File: src/sv/mtep_pkg.sv
`default_nettype none
// ----------------------------------------------------------------------------
// MIDI track event parser package
// Shared constants, parse phases, note table records and result types.
// ----------------------------------------------------------------------------
package mtep_pkg;

	localparam int TICK_W      = 32;
	localparam int VL_W        = 28;
	localparam int SUM_W       = ((TICK_W > VL_W) ? TICK_W : VL_W) + 1;
	localparam int TRACK_LIMIT = 256;
	localparam int TRACK_W     = 8;
	localparam logic [TRACK_W-1:0] TRACK_MAX = TRACK_W'(TRACK_LIMIT - 1);

	localparam int NOTE_DEPTH = 2048;
	localparam int NOTE_AW    = $clog2(NOTE_DEPTH);
	localparam int EPOCH_W    = 14;

	localparam logic [7:0] ST_NONE    = 8'h00;
	localparam logic [7:0] ST_SYSEX   = 8'hF0;
	localparam logic [7:0] SYSEX_END  = 8'hF7;
	localparam logic [7:0] ST_SKIP    = 8'hFC;
	localparam logic [7:0] ST_META    = 8'hFF;
	localparam logic [7:0] META_TEMPO = 8'h51;
	localparam logic [3:0] SYS_NIBBLE = 4'hF;
	localparam logic [VL_W-1:0] TEMPO_LEN = VL_W'(3);

	localparam logic [3:0] MSG_OFF   = 4'h8;
	localparam logic [3:0] MSG_ON    = 4'h9;
	localparam logic [3:0] MSG_CTRL  = 4'hB;
	localparam logic [3:0] MSG_PROG  = 4'hC;
	localparam logic [3:0] MSG_PRESS = 4'hD;
	localparam logic [3:0] MSG_BEND  = 4'hE;

	typedef enum logic [3:0] {
		PH_DELTA,
		PH_STATUS,
		PH_DATA1,
		PH_DATA2,
		PH_META_TYPE,
		PH_META_LEN,
		PH_META_BODY,
		PH_SYSEX,
		PH_SKIP1
	} phase_t;

	typedef enum logic [2:0] {
		KIND_NOTE  = 3'd0,
		KIND_CTRL  = 3'd1,
		KIND_BEND  = 3'd2,
		KIND_PROG  = 3'd3,
		KIND_TEMPO = 3'd4,
		KIND_PRESS = 3'd5
	} kind_t;

	typedef struct packed {
		logic        sounding;
		logic [6:0]  velocity;
		logic [31:0] start;
	} note_rec_t;

	typedef struct packed {
		note_rec_t          rec;
		logic [EPOCH_W-1:0] tag;
	} note_ent_t;

	typedef struct packed {
		logic               lookup;
		logic [NOTE_AW-1:0] look_addr;
		logic               wr;
		logic [NOTE_AW-1:0] wr_addr;
		note_rec_t          wr_rec;
		logic               new_track;
	} tbl_req_t;

	typedef struct packed {
		kind_t              kind;
		logic [3:0]         channel;
		logic [6:0]         key_or_number;
		logic [13:0]        value;
		logic [31:0]        start_tick;
		logic [31:0]        event_tick;
		logic [23:0]        tempo_usec;
		logic [TRACK_W-1:0] track_number;
	} res_t;

endpackage
`default_nettype wire

File: src/sv/mtep_parser.sv
`default_nettype none
// ----------------------------------------------------------------------------
// MIDI track event parser byte decoder
// Input register, parse state and the single-pass decode of one byte into
// at most one result and one note table access.
// ----------------------------------------------------------------------------
module mtep_parser import mtep_pkg::*; (
	input  wire logic       clk,
	input  wire logic       arst_n,
	input  wire logic       in_valid,
	output logic            in_stall,
	input  wire logic [7:0] data_byte,
	input  wire logic       track_start,
	input  wire logic       busy,
	input  wire logic       out_free,
	input  wire note_rec_t  rd_rec,
	output tbl_req_t        req,
	output logic            res_vld,
	output res_t            res
);

	logic               valid_s1;
	logic [7:0]         byte_s1;
	logic               tstart_s1;

	phase_t             phase_q;
	logic [7:0]         rs_q;
	logic [TICK_W-1:0]  tick_q;
	logic [VL_W-1:0]    vl_q;
	logic [6:0]         first_q;
	logic [7:0]         mkind_q;
	logic [VL_W-1:0]    mleft_q;
	logic [23:0]        tempo_q;
	logic [TRACK_W-1:0] tcount_q;
	logic               opened_q;

	phase_t             e_phase, n_phase;
	logic [7:0]         e_rs, n_rs;
	logic [TICK_W-1:0]  e_tick, n_tick;
	logic [VL_W-1:0]    e_vl, n_vl;
	logic [6:0]         e_first, n_first;
	logic [7:0]         e_mkind, n_mkind;
	logic [VL_W-1:0]    e_mleft, n_mleft;
	logic [23:0]        e_tempo, n_tempo;
	logic [TRACK_W-1:0] e_tcount;

	logic [7:0]         b;
	logic               fresh;
	logic [7:0]         st;
	logic               st_chan;
	logic               st_one;
	logic               rs_one;
	logic [VL_W-1:0]    vl_shift;
	logic [SUM_W-1:0]   dl_sum;
	logic [TICK_W-1:0]  dl_tick;
	logic [23:0]        tempo_new;
	logic [VL_W-1:0]    mleft_dec;

	logic               do_chan;
	logic               look;
	logic               tempo_emit;
	logic [6:0]         cd1;
	logic [6:0]         cd2;
	logic [3:0]         mtype;
	logic [3:0]         ch;
	logic               note_start;
	logic               note_end;
	logic               emit;
	logic               s1_go;

	assign b         = byte_s1;
	assign fresh     = b[7];
	assign st        = fresh ? b : e_rs;
	assign st_chan   = st[7] && (st[7:4] != SYS_NIBBLE);
	assign st_one    = (st[7:4] == MSG_PROG) || (st[7:4] == MSG_PRESS);
	assign rs_one    = (e_rs[7:4] == MSG_PROG) || (e_rs[7:4] == MSG_PRESS);
	assign vl_shift  = {e_vl[VL_W-8:0], b[6:0]};
	assign dl_sum    = SUM_W'(e_tick) + SUM_W'(vl_shift);
	assign dl_tick   = (dl_sum[SUM_W-1:TICK_W] != '0) ? '1 : dl_sum[TICK_W-1:0];
	assign tempo_new = {e_tempo[15:0], b};
	assign mleft_dec = e_mleft - 1'b1;
	assign mtype     = e_rs[7:4];
	assign ch        = e_rs[3:0];

	assign s1_go    = valid_s1 && (!emit || out_free);
	assign in_stall = busy || (valid_s1 && !s1_go);
	assign res_vld  = valid_s1 && emit;

	// clear parse state ahead of the first byte of a track
	always_comb begin
		e_phase  = tstart_s1 ? PH_DELTA : phase_q;
		e_rs     = tstart_s1 ? '0 : rs_q;
		e_tick   = tstart_s1 ? '0 : tick_q;
		e_vl     = tstart_s1 ? '0 : vl_q;
		e_first  = tstart_s1 ? '0 : first_q;
		e_mkind  = tstart_s1 ? '0 : mkind_q;
		e_mleft  = tstart_s1 ? '0 : mleft_q;
		e_tempo  = tstart_s1 ? '0 : tempo_q;
		e_tcount = tcount_q;
		if (tstart_s1 && opened_q && (tcount_q < TRACK_MAX)) begin
			e_tcount = tcount_q + 1'b1;
		end
	end

	// next state
	always_comb begin
		n_phase    = e_phase;
		n_rs       = e_rs;
		n_tick     = e_tick;
		n_vl       = e_vl;
		n_first    = e_first;
		n_mkind    = e_mkind;
		n_mleft    = e_mleft;
		n_tempo    = e_tempo;
		do_chan    = 1'b0;
		look       = 1'b0;
		tempo_emit = 1'b0;
		cd1        = b[6:0];
		cd2        = '0;
		unique case (e_phase)
			PH_STATUS: begin
				if (fresh) begin
					n_rs = b;
				end
				priority if (st == ST_META) begin
					if (fresh) begin
						n_phase = PH_META_TYPE;
					end else begin
						n_mkind = b;
						n_vl    = '0;
						n_phase = PH_META_LEN;
					end
				end else if (st == ST_SKIP) begin
					n_phase = fresh ? PH_SKIP1 : PH_DELTA;
				end else if (st == ST_NONE) begin
					n_phase = PH_DELTA;
				end else if (st == ST_SYSEX) begin
					n_phase = PH_SYSEX;
				end else if (st_chan) begin
					if (fresh) begin
						n_phase = PH_DATA1;
					end else if (st_one) begin
						do_chan = 1'b1;
					end else begin
						n_first = b[6:0];
						n_phase = PH_DATA2;
						look    = 1'b1;
					end
				end else begin
					n_phase = PH_DELTA;
					if (!fresh) begin
						n_tick  = dl_tick;
						n_vl    = '0;
						n_phase = PH_STATUS;
					end
				end
			end
			PH_DATA1: begin
				if (rs_one) begin
					do_chan = 1'b1;
				end else begin
					n_first = b[6:0];
					n_phase = PH_DATA2;
					look    = 1'b1;
				end
			end
			PH_DATA2: begin
				do_chan = 1'b1;
				cd1     = e_first;
				cd2     = b[6:0];
			end
			PH_META_TYPE: begin
				n_mkind = b;
				n_vl    = '0;
				n_phase = PH_META_LEN;
			end
			PH_META_LEN: begin
				n_vl = vl_shift;
				if (!b[7]) begin
					n_mleft = vl_shift;
					n_vl    = '0;
					n_tempo = '0;
					if (vl_shift != TEMPO_LEN) begin
						n_mkind = '0;
					end
					n_phase = (vl_shift == '0) ? PH_DELTA : PH_META_BODY;
				end
			end
			PH_META_BODY: begin
				n_tempo = tempo_new;
				n_mleft = mleft_dec;
				if (mleft_dec == '0) begin
					n_phase    = PH_DELTA;
					tempo_emit = (e_mkind == META_TEMPO);
				end
			end
			PH_SYSEX: begin
				if (b == SYSEX_END) begin
					n_phase = PH_DELTA;
				end
			end
			PH_SKIP1: begin
				n_phase = PH_DELTA;
			end
			default: begin
				n_phase = PH_DELTA;
				if (!b[7]) begin
					n_tick  = dl_tick;
					n_vl    = '0;
					n_phase = PH_STATUS;
				end else begin
					n_vl = vl_shift;
				end
			end
		endcase
		if (do_chan) begin
			n_phase = PH_DELTA;
		end
	end

	// result and note table access
	always_comb begin
		note_start = do_chan && (mtype == MSG_ON) && (cd2 != '0);
		note_end   = do_chan && ((mtype == MSG_OFF) || ((mtype == MSG_ON) && (cd2 == '0)));
		emit       = 1'b0;

		res               = '0;
		res.kind          = KIND_NOTE;
		res.channel       = ch;
		res.event_tick    = 32'(e_tick);
		res.track_number  = e_tcount;

		if (tempo_emit) begin
			emit           = 1'b1;
			res.kind       = KIND_TEMPO;
			res.channel    = '0;
			res.tempo_usec = tempo_new;
		end else if (do_chan) begin
			unique case (mtype)
				MSG_OFF, MSG_ON: begin
					if (note_end && rd_rec.sounding) begin
						emit              = 1'b1;
						res.key_or_number = cd1;
						res.value         = 14'(rd_rec.velocity);
						res.start_tick    = rd_rec.start;
					end
				end
				MSG_CTRL: begin
					emit              = 1'b1;
					res.kind          = KIND_CTRL;
					res.key_or_number = cd1;
					res.value         = 14'(cd2);
				end
				MSG_BEND: begin
					emit      = 1'b1;
					res.kind  = KIND_BEND;
					res.value = {cd2, cd1};
				end
				MSG_PROG: begin
					emit      = 1'b1;
					res.kind  = KIND_PROG;
					res.value = 14'(cd1);
				end
				MSG_PRESS: begin
					emit      = 1'b1;
					res.kind  = KIND_PRESS;
					res.value = 14'(cd1);
				end
				default: begin
					emit = 1'b0;
				end
			endcase
		end

		req.lookup    = s1_go && look;
		req.look_addr = {e_rs[3:0], b[6:0]};
		req.wr        = s1_go && (note_start || (note_end && rd_rec.sounding));
		req.wr_addr   = {ch, cd1};
		req.wr_rec    = note_start
			? note_rec_t'{sounding: 1'b1, velocity: cd2, start: 32'(e_tick)}
			: note_rec_t'{sounding: 1'b0, velocity: rd_rec.velocity, start: rd_rec.start};
		req.new_track = s1_go && tstart_s1;
	end

	always_ff @(posedge clk) begin
		if (in_valid && !in_stall) begin
			byte_s1   <= data_byte;
			tstart_s1 <= track_start;
		end
	end

	always_ff @(posedge clk or negedge arst_n) begin
		if (!arst_n) begin
			valid_s1 <= 1'b0;
			phase_q  <= PH_DELTA;
			rs_q     <= '0;
			tick_q   <= '0;
			vl_q     <= '0;
			first_q  <= '0;
			mkind_q  <= '0;
			mleft_q  <= '0;
			tempo_q  <= '0;
			tcount_q <= '0;
			opened_q <= 1'b0;
		end else begin
			if (!in_stall) begin
				valid_s1 <= in_valid;
			end
			if (s1_go) begin
				phase_q  <= n_phase;
				rs_q     <= n_rs;
				tick_q   <= n_tick;
				vl_q     <= n_vl;
				first_q  <= n_first;
				mkind_q  <= n_mkind;
				mleft_q  <= n_mleft;
				tempo_q  <= n_tempo;
				tcount_q <= e_tcount;
				opened_q <= opened_q || tstart_s1;
			end
		end
	end

endmodule
`default_nettype wire

File: config.mk
export PLATFORM = sky130hd
export DESIGN_NAME = mtep_parser
export DESIGN_NICKNAME = d
export VERILOG_FILES = /design/src/sv/mtep_pkg.sv /design/src/sv/mtep_parser.sv
export SDC_FILE = /design/constraint.sdc
export NUM_CORES = 1
export LEC_CHECK = 0
export BUFFER_PORTS_ARGS = -buffer_cell sky130_fd_sc_hd__buf_2
export CORE_AREA = 2 2 153 155
export DETAILED_ROUTE_END_ITERATION = 8
export DIE_AREA = 0 0 155 157
export PLACE_DENSITY = 0.77
export REMOVE_ABC_BUFFERS = 1
export SYNTH_ARGS = -nofsm -noshare
export SYNTH_HDL_FRONTEND = slang
export SYNTH_SLANG_ARGS = --single-unit
File: constraint.sdc
create_clock -name clk -period 5.6 [get_ports clk]
set_input_delay 0.28 -clock clk [delete_from_list [all_inputs] [get_ports clk]]
set_output_delay 0.28 -clock clk [all_outputs]
set_load 0.01 [all_outputs]
# After elaboration in Yosys (flattened, before gate mapping)
# Index checks and enable logic that the tools add are counted.
[classes]
add_sub_neg = 3
multipliers = 0
div = 0
magnitude_cmp = 1
n_eq_ne = 23
shift = 0
n_mux = 100
bitwise = 0
reduce_logical = 35
[ops]
columns = ["cell", "n"]
rows = [
  ["$mux 32", 9],
  ["$mux 28", 10],
  ["$mux 53", 3],
  ["$pmux 28 s3", 1],
  ["$mux 7", 11],
  ["$mux 24", 3],
  ["$mux 8", 9],
  ["$pmux 32 s2", 1],
  ["$mux 4", 15],
  ["$logic_not 28->1", 2],
  ["$pmux 14 s4", 1],
  ["$pmux 28 s2", 1],
  ["$pmux 24 s2", 1],
  ["$mux 40", 1],
  ["$eq 4x4->1 const B", 9],
  ["$add 32x28->33", 1],
  ["$eq 8x8->1 const B", 4],
  ["$pmux 4 s8", 1],
  ["$ne 28x2->1 const B", 1],
  ["$pmux 7 s2", 2],
  ["$sub 28x1->28 const B", 1],
  ["$pmux 8 s3", 1],
  ["$mux 1", 23],
  ["$eq 4x3->1 const B", 4],
  ["20 further kinds", 47],
]
[word_totals]
ff_bits = 158
latchBits = 0
ram_bits = 0
mem_bits_ro = 0
inputBits = 54
wordCells = 175
mem_count = 0

# Depth between registers and ports, before layout
[depth]
ltp_word = 26
ltp_mapped = 21
depth_no_buf = 14

# Least setup slack after synthesis
# No wires, ideal clock.
[synth_path]
kind = "reg2reg"
startpoint = "register tstart_s1"
endpoint = "register tick_q[10]"
arrival_ns = 5.176
slack_ns = 0.305
path_stages_with_launch = 20
n_path_buf = 6
synth_period_minus_slack_ns = 5.295
cell_sequence = "edfxtp_1 -> clkbuf_1 -> clkbuf_1 -> clkbuf_1 -> clkbuf_1 -> clkbuf_1 -> buf_1 -> nor2b_1 -> ha_1 -> fa_1 -> a211oi_1 -> nor2_1 -> o41ai_1 -> or3_1 -> a21oi_1 -> o211a_1 -> nor3_1 -> a21oi_1 -> o21ai_0 -> a21bo_2"
[synth_rtl]
columns = ["item", "line", "rtl"]
rows = [
  ["start, declared", "mtep_parser.sv:24", "logic tstart_s1;"],
  ["start signal, assigned", "mtep_parser.sv:288", "tstart_s1 <= track_start;"],
  ["end signal, assigned", "mtep_parser.sv:312", "tick_q <= n_tick;"],
  ["end, declared", "mtep_parser.sv:28", "logic [TICK_W-1:0] tick_q;"],
]

==> out/results.ini <==
[setup_path]
cp_max_fo=17
crit_chain=inv_1, nand2_1, ha_1, inv_1, or4_1, a311o_1, or3_1, nor4_2, nand4_2, o21a_1, buf_4, and2_1, buf_2
slowest_delay_ps=510
reg2reg_slack_ps=1000
critPathCaptureType=output port
criticalPathCategory=reg -> out
r2r-start=tstart_s1$_DFFE_PP_
required_ps=5320
crit_arrival_ps=4680
start_kind=flop
crit_top_cell=inv_1
slowest_stage=or4_1
r2r-end=tick_q[11]$_DFFE_PN0P_
rr_worst_depth=13

[floorplan]
initial_core_util_pct=49.9
die_y_um=157
ioPinCount=245
die_area_sq_um=24300
die_x_um=155
core-area_sq_um=22500
row_count=55

[clocking]
clkLatencyLatePin_ps=430
clk_pin_slew_worst_paths_ps=70
cts_root_buf=clkbuf_16
cts_tree=done
cts.sinks=143
cts_buffers=17
cts.htree.levels=4
max-clock-path-buffers=2
cts_resized=0

[timing]
fin_ws_ps=644
timing.final.hold_violations=0
period_share_pct=88.5
slew-limit-headroom_pct=22.3
slew_violations=0
clock.fmax_ghz=0.202
rsz0062_at_grt=no
fin_skew_ps=11.9
min_period_ps=4960
tightest_slew_ps=1170
setup_violations=0

[power]
power_density_nw_per_um2=260
p_leak_nw=6.37
power_mw=3.43
ir_worst_vdd_mv=0.190

[synthesis]
synth_seq_cells=143
synth_top_area_cell=dfrtp_1
yosysTopAreaCellShare_pct=29.9
postSynthCellCount=1381
yosys_warnings=0
syn_area_per_cell_sq_um=8.13
synth-edff-count=9
synthTopCellsByArea=dfrtp_1, nand2_1, o21ai_0
async_flop_share_pct=93.7
synth.yosys.seq_area_share_pct=32.3
syn_area_sq_um=11200
synth_ff_type=dfrtp_1
synthDistinctLibCells=80

[min_path]
hold_class=in -> reg
hold_depth=1
min-delay-start=data_byte[1]
min_to=b[1]$_DFFE_PP_

[detailed_routing]
wl_per_cell_um=20.0
num_vias=11700
drc=0
dr.first_iter.drc_count=982
avgViaCountPerCell=6.28
drt-total-wl_um=37400
dr.pass1.iters=8
ant_nets=0

[global_routing]
grt-busiest-layer=met2
use_met3_pct=5.45
track_usage_pct=30.5
antenna_found_initial=0
gr-total-overflow=0
grt_max_degree=95
met2_usage_pct=48.7
grt_pass1_vias=10900
grt_pass1_wl_um=59000
use_met1_pct=41.7

[cells_and_area]
fin_cells=1865
nNetsFinal=1653
diodes=0
drive_above_1_share_pct=23.1
n_fill_cell=1992
area_growth_pct=17.3

[placement]
hpwl_um=26700
place_ws_ps=1080
dp.cells=1832
gp_congestion=0.957
io_buffer_count=244

[flow_run]
drv_cap=0

[outcome]
outcome=complete, no violations

==> stage by stage <==
| step | area [sq um] | hold slack (ps) | setup TNS, ps | utilization (%) |
|---|---|---|---|---|
| 2_1_floorplan | 10700 | -15.6 | -251000 | - |
| 3_3_place_gp | 12600 | 430 | 0 | 55.9 |
| 3_5_place_dp | 12600 | 428 | 0 | 55.9 |
| 4_1_cts | 13200 | 9.94 | 0 | 58.5 |
| 5_1_grt | 13200 | 9.87 | 0 | 58.5 |
| 6_report | 13200 | 18.4 | 0 | 58.5 |
==> layout make-up <==
type	instances	area [sq um]	share of cell area [%]
multi-input cells	1108	7040	53.5
flip-flops and latches	143	3620	27.5
repair buffers	276	1480	11.3
clock buffers	17	425	3.23
well taps	285	357	2.71
clock inverters	15	159	1.21
inverters	21	78.8	0.599
==> cells in the final DEF (no fill, tap or decap), types with 10 or more instances in the layout <==
cell / count
buf_2: 243
nand2_1: 151
dfrtp_1: 134
o21ai_0: 109
nor2_1: 99
and2_1: 75
nor2b_1: 74
a21oi_1: 72
a22o_1: 62
nor3_1: 46
ha_1: 31
buf_4: 30
mux2_2: 29
nand3_1: 26
xnor2_1: 25
a21o_1: 24
inv_1: 21
xor2_1: 20
a31oi_1: 19
nor4_1: 18
clkbuf_16: 17
nand4_1: 14
and3_1: 13
a22oi_1: 13
o21a_1: 11
or3_1: 10
==> worst max-delay path by stage <==
stage	from	end	slack [ps]	cells past startpoint
finish	tstart_s1$_DFFE_PP_	req[64]	640	13
global route	tstart_s1$_DFFE_PP_	req[64]	290	11
CTS	tstart_s1$_DFFE_PP_	req[64]	690	13
detailed placement	tstart_s1$_DFFE_PP_	tick_q[21]$_DFFE_PN0P_	1080	15
global placement	tstart_s1$_DFFE_PP_	tick_q[17]$_DFFE_PN0P_	1170	15
floorplan	tstart_s1$_DFFE_PP_	vl_q[0]$_DFFE_PN0P_	-1840	12
==> flip-flops by register name (all words and copies together), names as in the netlist <==
register,count
b,8
first_q,7
mkind_q,8
mleft_q,28
opened_q,1
phase_q,4
rs_q,8
tcount_q,8
tempo_q,16
tick_q,32
tstart_s1,1
valid_s1,1
vl_q,21
==> worst max-delay path, delay by kind of cell, from the launching register on <==
kind	cells	cell delay [ps]
DFF	1	350
adders and majority gates	1	440
AOI/OAI and AO/OA	2	900
and+or+nand+nor	6	1760
buffers and inverters	4	770
==> routing by layer <==
metal  vias to the layer above  routed length, um  share of wire, %
met4                         0                954               2.6
met3                        77               3240               8.7
met5                         -                  0                 0
met2                       659              17400                47
li1                       5405                  -                 -
met1                      5562              15700                42
==> where the power goes <==
part	switching [mW]	leakage [nW]	total, mW	internal, mW
logic	0.619	4.20	1.02	0.400
registers	0.116	1.89	1.27	1.15
clock network	0.546	0.282	1.14	0.598
==> Yosys cell counts, drive strengths merged, types with 9 or more instances <==
master,number
or3,10
and2,75
xor2,20
nand2b,9
nand2,151
clkbuf,71
and3,13
a22oi,13
xnor2,25
buf,38
edfxtp,9
mux2,29
o21ai,115
o31ai,9
nand4,15
a31oi,19
nand3,26
nor3,46
nor2,100
inv,21
dfrtp,134
nor4,21
a22o,62
a21o,24
o21a,11
ha,31
a21oi,72
o22ai,9
nor2b,75
==> timing repair <==
item / CTS / global route
hold endpoints to repair: 65 / 0
hold buffers: 1 / 0
setup buffers: 0 / 0
==> cells by family (layout without fill, tap and decap cells) <==
family | count (synthesis) | after routing | share of synthesized area [%]
and+or+nand+nor | 578 | 578 | 26.7
DFF | 143 | 143 | 32.3
xor gates and xnor gates | 45 | 45 | 3.51
muxes | 34 | 34 | 3.35
buffers and inverters | 130 | 329 | 5.02
adders and majority gates | 32 | 32 | 3.63
AOI/OAI and AO/OA | 419 | 419 | 25.5
Power figures use the tool's default switching activity.
